<file path="src/brb_pkg.sv">
// shared constants and types for the bayer 2x2 binning block
`timescale 1ns / 1ps
`default_nettype none

package brb_pkg;

  // line store geometry
  localparam int MAX_WIDTH  = 512;
  localparam int COL_W      = $clog2(MAX_WIDTH);
  localparam int COLC_W     = COL_W + 1;
  localparam int BANK_DEPTH = MAX_WIDTH / 2;
  localparam int BANK_AW    = $clog2(BANK_DEPTH);

  // frame geometry
  localparam int MAX_ROWS = 1024;
  localparam int ROW_W    = $clog2(MAX_ROWS);
  localparam int ROWC_W   = ROW_W + 1;

  // beat fields
  localparam int PIXEL_W    = 16;
  localparam int SAMPLE_W   = 8;
  localparam int SAMPLE_LSB = 2;
  localparam int RGB_W      = 3 * SAMPLE_W;

  // configuration registers
  localparam int WIDTH_W = 10;
  localparam int ROWS_W  = 11;
  localparam int CFG_AW  = 1;
  localparam int CFG_DW  = 11;

  localparam logic [CFG_AW-1:0] REG_ROW_WIDTH  = 1'b0;
  localparam logic [CFG_AW-1:0] REG_FRAME_ROWS = 1'b1;

  localparam logic [WIDTH_W-1:0] RESET_ROW_WIDTH  = 10'd320;
  localparam logic [ROWS_W-1:0]  RESET_FRAME_ROWS = 11'd240;

  // where the current pixel sits in the mosaic
  typedef struct packed {
    logic               even_row;
    logic               odd_col;
    logic               result;
    logic               row_end;
    logic               frame_end;
    logic [BANK_AW-1:0] bank_addr;
  } pos_t;

endpackage

`default_nettype wire

</file>
<file path="src/brb_ram.sv">
// generic single-write, single-read ram with registered read data
`timescale 1ns / 1ps
`default_nettype none

module brb_ram #(
  parameter int WIDTH = 8,
  parameter int DEPTH = 256
) (
  input  wire logic                     clk,
  input  wire logic                     we,
  input  wire logic [$clog2(DEPTH)-1:0] waddr,
  input  wire logic [WIDTH-1:0]         wdata,
  input  wire logic                     re,
  input  wire logic [$clog2(DEPTH)-1:0] raddr,
  output logic      [WIDTH-1:0]         rdata
);

  logic [WIDTH-1:0] mem [DEPTH];

  always_ff @(posedge clk) begin
    if (we) begin
      mem[waddr] <= wdata;
    end
    if (re) begin
      rdata <= mem[raddr];
    end
  end

endmodule

`default_nettype wire

</file>
<file path="src/brb_pos.sv">
// configuration registers and column / row position counters
`timescale 1ns / 1ps
`default_nettype none

module brb_pos (
  input  wire logic                        clk,
  input  wire logic                        rst,
  input  wire logic                        cfg_we,
  input  wire logic [brb_pkg::CFG_AW-1:0]  cfg_addr,
  input  wire logic [brb_pkg::CFG_DW-1:0]  cfg_wdata,
  input  wire logic                        step,
  output brb_pkg::pos_t                    pos
);

  import brb_pkg::*;

  logic [WIDTH_W-1:0] row_width;
  logic [ROWS_W-1:0]  frame_rows;
  logic [COL_W-1:0]   col;
  logic [ROW_W-1:0]   row;

  logic [COLC_W-1:0] w;
  logic [ROWC_W-1:0] h;
  logic [COL_W-1:0]  col_cur;
  logic [ROW_W-1:0]  row_cur;
  logic [COLC_W-1:0] col_inc;
  logic [ROWC_W-1:0] row_inc;
  logic [COLC_W-1:0] last_col;
  logic [ROWC_W-1:0] last_row;
  logic              col_wrap;
  logic              row_wrap;
  logic              row_end_hit;

  always_ff @(posedge clk) begin
    if (rst) begin
      row_width  <= RESET_ROW_WIDTH;
      frame_rows <= RESET_FRAME_ROWS;
    end else if (cfg_we) begin
      case (cfg_addr)
        REG_ROW_WIDTH:  row_width  <= cfg_wdata[WIDTH_W-1:0];
        REG_FRAME_ROWS: frame_rows <= cfg_wdata[ROWS_W-1:0];
        default: ;
      endcase
    end
  end

  // sizes in use, clamped to what the counters and line store support
  always_comb begin
    if (row_width < WIDTH_W'(2)) begin
      w = COLC_W'(2);
    end else if (int'(row_width) > MAX_WIDTH) begin
      w = COLC_W'(MAX_WIDTH);
    end else begin
      w = COLC_W'(row_width);
    end
    if (frame_rows < ROWS_W'(2)) begin
      h = ROWC_W'(2);
    end else if (int'(frame_rows) > MAX_ROWS) begin
      h = ROWC_W'(MAX_ROWS);
    end else begin
      h = ROWC_W'(frame_rows);
    end
  end

  // a counter left past a shrunk size restarts at zero
  assign col_cur = ({1'b0, col} >= w) ? '0 : col;
  assign row_cur = ({1'b0, row} >= h) ? '0 : row;

  assign col_inc  = {1'b0, col_cur} + COLC_W'(1);
  assign row_inc  = {1'b0, row_cur} + ROWC_W'(1);
  assign col_wrap = col_inc >= w;
  assign row_wrap = row_inc >= h;

  // an odd final column or row gives no result
  assign last_col    = {w[COLC_W-1:1], 1'b0} - COLC_W'(1);
  assign last_row    = {h[ROWC_W-1:1], 1'b0} - ROWC_W'(1);
  assign row_end_hit = {1'b0, col_cur} == last_col;

  assign pos.even_row  = ~row_cur[0];
  assign pos.odd_col   = col_cur[0];
  assign pos.result    = row_cur[0] & col_cur[0];
  assign pos.row_end   = row_end_hit;
  assign pos.frame_end = row_end_hit && ({1'b0, row_cur} == last_row);
  assign pos.bank_addr = col_cur[COL_W-1:1];

  always_ff @(posedge clk) begin
    if (rst) begin
      col <= '0;
      row <= '0;
    end else if (step) begin
      if (col_wrap) begin
        col <= '0;
        row <= row_wrap ? '0 : row_inc[ROW_W-1:0];
      end else begin
        col <= col_inc[COL_W-1:0];
        row <= row_cur;
      end
    end
  end

endmodule

`default_nettype wire

</file>
<file path="src/brb_cell.sv">
// cell stage and output register: assembles red, green, blue per 2x2 cell
`timescale 1ns / 1ps
`default_nettype none

module brb_cell (
  input  wire logic                          clk,
  input  wire logic                          rst,
  input  wire logic                          step,
  input  wire brb_pkg::pos_t                 pos,
  input  wire logic [brb_pkg::SAMPLE_W-1:0]  sample,
  input  wire logic [brb_pkg::SAMPLE_W-1:0]  even_q,
  input  wire logic [brb_pkg::SAMPLE_W-1:0]  odd_q,
  output logic                               s1_free,
  input  wire logic                          m_tready,
  output logic                               m_tvalid,
  output logic      [brb_pkg::RGB_W-1:0]     m_tdata,
  output logic                               m_tlast,
  output logic                               m_tuser
);

  import brb_pkg::*;

  logic                held;
  logic [SAMPLE_W-1:0] held_left;
  logic                s1_valid;
  logic [SAMPLE_W-1:0] s1_left;
  logic [SAMPLE_W-1:0] s1_blue;
  logic                s1_row_end;
  logic                s1_frame_end;
  logic                out_free;
  logic [SAMPLE_W:0]   green_sum;

  assign held = step & ~pos.even_row & ~pos.odd_col;

  // lower-left sample of the cell being built
  always_ff @(posedge clk) begin
    if (rst) begin
      held_left <= '0;
    end else if (held) begin
      held_left <= sample;
    end
  end

  assign out_free = ~m_tvalid | m_tready;
  assign s1_free  = ~s1_valid | out_free;

  // line store read data lands alongside this stage
  always_ff @(posedge clk) begin
    if (rst) begin
      s1_valid <= 1'b0;
    end else if (s1_free) begin
      s1_valid <= step & pos.result;
    end
  end

  always_ff @(posedge clk) begin
    if (step) begin
      s1_left      <= held_left;
      s1_blue      <= sample;
      s1_row_end   <= pos.row_end;
      s1_frame_end <= pos.frame_end;
    end
  end

  assign green_sum = {1'b0, odd_q} + {1'b0, s1_left};

  always_ff @(posedge clk) begin
    if (rst) begin
      m_tvalid <= 1'b0;
    end else if (out_free) begin
      m_tvalid <= s1_valid;
    end
  end

  always_ff @(posedge clk) begin
    if (out_free && s1_valid) begin
      m_tdata <= {s1_blue, green_sum[SAMPLE_W:1], even_q};
      m_tlast <= s1_row_end;
      m_tuser <= s1_frame_end;
    end
  end

endmodule

`default_nettype wire

</file>
<file path="src/bayer_raw10_bin2x2_to_rgb.sv">
// top level: rggb raw pixel stream in, 2x2 binned rgb stream out
`timescale 1ns / 1ps
`default_nettype none

// Takes one raw pixel beat per clock in raster order (bits 9..2 of each word
// are the sample) and gives one rgb beat per 2x2 rggb cell, at the cell's
// bottom-right pixel: red is top-left, green the floor mean of the two greens,
// blue bottom-right. An input beat is taken every cycle while the result side
// keeps up; after its bottom-right pixel is accepted, a result passes the cell
// stage, where the line store read data lands, and then the output register.
// Even-row samples sit in two 256 x 8 line store banks, one per column parity,
// so both top samples of a cell come out of the same read. The line store
// holds no reset value and needs no clearing pass; the block is ready right
// after reset. row_width and frame_rows are clamped to 2..512 and 2..1024; an
// odd last column or row gives no result. tlast marks the last beat of an
// output row, tuser the last beat of the frame. Write the configuration only
// while the block is idle.
module bayer_raw10_bin2x2_to_rgb (
  input  wire logic                        clk,
  input  wire logic                        rst,
  input  wire logic                        cfg_we,
  input  wire logic [brb_pkg::CFG_AW-1:0]  cfg_addr,
  input  wire logic [brb_pkg::CFG_DW-1:0]  cfg_wdata,
  input  wire logic                        s_tvalid,
  output logic                             s_tready,
  input  wire logic [brb_pkg::PIXEL_W-1:0] s_tdata,   // pixel_word
  output logic                             m_tvalid,
  input  wire logic                        m_tready,
  output logic      [brb_pkg::RGB_W-1:0]   m_tdata,   // red, green, blue
  output logic                             m_tlast,   // row_end
  output logic                             m_tuser    // frame_end
);

  import brb_pkg::*;

  pos_t                pos;
  logic                step;
  logic                s1_free;
  logic [SAMPLE_W-1:0] sample;
  logic [SAMPLE_W-1:0] even_q;
  logic [SAMPLE_W-1:0] odd_q;
  logic                even_we;
  logic                odd_we;

  assign s_tready = s1_free;
  assign step     = s_tvalid & s1_free;
  assign sample   = s_tdata[SAMPLE_LSB +: SAMPLE_W];
  assign even_we  = step & pos.even_row & ~pos.odd_col;
  assign odd_we   = step & pos.even_row & pos.odd_col;

  brb_pos u_pos (
    .clk       (clk),
    .rst       (rst),
    .cfg_we    (cfg_we),
    .cfg_addr  (cfg_addr),
    .cfg_wdata (cfg_wdata),
    .step      (step),
    .pos       (pos)
  );

  // even-column samples of the top row
  brb_ram #(
    .WIDTH (SAMPLE_W),
    .DEPTH (BANK_DEPTH)
  ) u_even_bank (
    .clk   (clk),
    .we    (even_we),
    .waddr (pos.bank_addr),
    .wdata (sample),
    .re    (step),
    .raddr (pos.bank_addr),
    .rdata (even_q)
  );

  // odd-column samples of the top row
  brb_ram #(
    .WIDTH (SAMPLE_W),
    .DEPTH (BANK_DEPTH)
  ) u_odd_bank (
    .clk   (clk),
    .we    (odd_we),
    .waddr (pos.bank_addr),
    .wdata (sample),
    .re    (step),
    .raddr (pos.bank_addr),
    .rdata (odd_q)
  );

  brb_cell u_cell (
    .clk      (clk),
    .rst      (rst),
    .step     (step),
    .pos      (pos),
    .sample   (sample),
    .even_q   (even_q),
    .odd_q    (odd_q),
    .s1_free  (s1_free),
    .m_tready (m_tready),
    .m_tvalid (m_tvalid),
    .m_tdata  (m_tdata),
    .m_tlast  (m_tlast),
    .m_tuser  (m_tuser)
  );

endmodule

`default_nettype wire

</file>
<file path="config.mk">
export PLATFORM = sky130hd
export DESIGN_NAME = bayer_raw10_bin2x2_to_rgb
export DESIGN_NICKNAME = d
export VERILOG_FILES = /design/src/brb_pkg.sv /design/src/brb_ram.sv /design/src/brb_pos.sv /design/src/brb_cell.sv /design/src/bayer_raw10_bin2x2_to_rgb.sv
export SDC_FILE = /design/constraint.sdc
export NUM_CORES = 2
export LEC_CHECK = 0
export BUFFER_PORTS_ARGS = -buffer_cell sky130_fd_sc_hd__buf_2
export CAP_MARGIN = 25
export CORE_MARGIN = 2
export CORE_UTILIZATION = 40
export DETAILED_ROUTE_END_ITERATION = 7
export HOLD_SLACK_MARGIN = 0.08
export PLACE_DENSITY = 0.65
export SLEW_MARGIN = 25
export SYNTH_ARGS = -nofsm -noshare
export SYNTH_HDL_FRONTEND = slang
export SYNTH_SLANG_ARGS = --single-unit
</file>
<file path="constraint.sdc">
create_clock -name clk -period 7.4 [get_ports clk]
set_input_delay 0.37 -clock clk [delete_from_list [all_inputs] [get_ports clk]]
set_output_delay 0.37 -clock clk [all_outputs]
set_load 0.1 [all_outputs]
</file>
==> reports/results.tsv <==
metric	value	unit
place_inst	15200	
first_pass_iters	8	
gp_congestion	0.856	
grt_use_met3	0.0340	
drt_iter0_drc	13500	
synth.top_cells.by_area	edfxtp_1 (76%), mux2_2 (7.0%), a22oi_1 (3.6%)	
synth.distinct_cells	62	
grt_use_met1	0.277	
dieHeight	646	um
synthMuxAreaShare	0.0706	
route.detailed.drc	1	
leakagePower	56.5	nW
period_share	0.875	
critPathLaunchType	register	
drv_cap	0	
violations	DRC	
io_buffers	52	
period_minus_slack	6.47	ns
synth_top_family_by_area	compound AO/OA/AOI/OAI gates	
viasPerCell	5.90	
finalHoldViolCount	0	
core_area	410000	um2
ant_nets	0	
yosysTopAreaCellShare	0.757	
clkLatencyLatePin	0.97	ns
globalRouteOverflowTotal	0	
grt_max_degree	216	
slew_violations	0	
dp_hpwl	249000	um
cts_root_buf	clkbuf_16	
clkSinkCount	4206	
synth_top_area_cell	edfxtp_1	
synth_xor_area_frac	0.00207	
cts_buffer_depth	4	
critical_path_class	reg2reg	
crit_arrival	7.35	ns
die_area	417000	um2
setup_violations	0	
grt_pass1_vias	93100	
layout_common_cells	edfxtp_1 (4156), mux2_2 (1025), nand2_1 (891)	
synthAdderAreaFrac	0.00399	
synth-seq-cells	4206	
synth_simple_gate_area_share	0.0459	
clk_pin_slew	0.06	ns
start_util	0.402	
status	finished, violations left	
relSlewSlack	0.186	
worstHoldPathType	in2reg	
ys_warn_count	0	
routed-via-count	94400	
wl_per_cell	27.1	um
synthFlopType	edfxtp_1	
final_common_cell	edfxtp_1	
area_growth	12.8	%
design_area	186000	um2
cts.repair.resized	0	
tightest_slew	1.21	ns
grt_usage	0.200	
synth_nets	10300	
finalHoldWorstSlack	0.336	ns
cts_setup_buffers	0	
ctsHoldBuffers	51	
synth_area	165000	um2
post_dp_cell_area	172000	um2
vdd_drop_max	0.206	mV
grt_pass1_wl	627000	um
skew	0.0563	ns
drive_gt1_frac	0.193	
stdcell_count	16000	
avgSynthCellArea	16.2	um2
use_met2	0.327	
synthCells	10200	
required	8.27	ns
antenna_found_initial	18	
ioPinCount	61	
final.setup.tns	0	ns
numCtsBuffers	409	
rsz0062_at_grt	no	
htree_levels	5	
placementRows	235	
busiest_layer	met2	
synth_edf_count	4156	
endpoint_kind	register	
p_per_area	266	nW/um2
max_clock_freq	154	MHz
synth_seq_area_share	0.763	
nets	10300	
cts_tree	built	
wl	433000	um
path_max_fanout	99	
die_x	646	um
synth_compound_area_frac	0.0963	
final_util	0.454	
synth-async-reset-ratio	0	
[logic make-up (layout without fill, tap and decap cells)]
kind of cell               after synthesis  after routing
adders and majority gates               52             52
AOI/OAI and AO/OA                     2246           2246
and+or+nand+nor                       1889           1889
buffers and inverters                  734           1086
other                                    0              5
xor gates and xnor gates                39             39
muxes                                 1034           1034
DFF                                   4206           4206
[path summary, 6_finish.rpt]
check                                       start                         endpoint  slack [ns]  cells after the start
setup / recovery  u_pos.row_width[5]$_SDFFE_PP0P_        u_pos.row[7]$_SDFFE_PP0P_        0.93                     20
hold / removal                       cfg_wdata[1]  u_pos.row_width[1]$_SDFFE_PP0P_        0.34                      4
setup reg to reg  u_pos.row_width[5]$_SDFFE_PP0P_        u_pos.row[7]$_SDFFE_PP0P_        0.93                     20
hold reg to reg    u_even_bank.rdata[3]$_DFFE_PP_      u_cell.m_tdata[3]$_DFFE_PP_        0.42                      0
[routing by layer]
layer / wire (um) / vias up
met1: 175000 / 48300
met2: 206000 / 4837
li1: - / 40500
met4: 11600 / 12
met3: 39500 / 644
met5: 80 / -
[synthesized netlist by cell type (all sizes together), types with 3 or more instances]
cell type,number
edfxtp,4156
mux2,1025
nand2,904
a21oi,812
a22oi,785
nor2,739
clkbuf,551
o41ai,258
a222oi,255
buf,167
nor3,118
ha,51
dfxtp,50
a41oi,48
nand3,43
o21ai,29
xnor2,24
nand4,20
a2111o,16
a21o,16
xor2,15
inv,13
and3,11
nand3b,11
mux2i,9
nand2b,8
nor4,8
and2,7
nor3b,6
or3,5
nor2b,4
a31o,3
clkinv,3
o211ai,3
or2,3
[worst max-delay path, cell delays in order, from the launching register on]
cell,delay (ns)
dfxtp_1,0.37
nor4_2,0.46
and2_1,0.24
o21ai_1,0.16
ha_1,0.34
o211ai_1,0.15
a21oi_1,0.09
o2111a_2,0.30
or2_1,0.28
nor2_4,0.80
buf_12,0.46
xor2_1,0.26
ha_1,0.27
a21o_1,0.16
a21o_1,0.18
a21o_1,0.17
a21o_1,0.18
a311o_1,0.49
o21ai_1,0.66
a22oi_1,0.21
nor2_1,0.13
[power by group]
| part | internal (mW) | total [mW] | leakage [nW] | switching (mW) |
|---|---|---|---|---|
| combinational | 0.729 | 2.34 | 12.2 | 1.61 |
| clock | 11.9 | 20.9 | 6.52 | 8.92 |
| sequential | 26.2 | 26.2 | 37.8 | 0.0352 |
[registers in the layout, indices dropped and copies added, names as in the netlist]
signal               cells
u_even_bank.mem       2048
u_odd_bank.mem        2048
u_cell.m_tdata          24
u_pos.frame_rows        11
u_pos.row               10
u_pos.row_width         10
u_pos.col                9
u_cell.held_left         8
u_cell.s1_blue           8
u_cell.s1_left           8
u_even_bank.rdata        8
u_odd_bank.rdata         8
u_cell.m_tlast           1
u_cell.m_tuser           1
u_cell.m_tvalid          1
u_cell.s1_frame_end      1
u_cell.s1_row_end        1
u_cell.s1_valid          1
[final cells by class]
cell class	instances	area, um2
Fill cell	34800	224000
Sequential cell	4206	126000
Multi-Input combinational cell	5260	36700
Clock buffer	494	10700
Tap cell	5451	6820
Timing Repair Buffer	316	3060
Clock inverter	260	2690
Inverter	16	60.1
Antenna cell	5	12.5
[stage by stage]
stage	power [mW]	worst slack [ns]
global route	50.7	0.579
finish	49.4	0.926
CTS	49.6	0.965
global placement	29.0	0.949
detailed placement	29.0	1.00
floorplan	28.1	2.24
(Power assumes the default switching activity.)
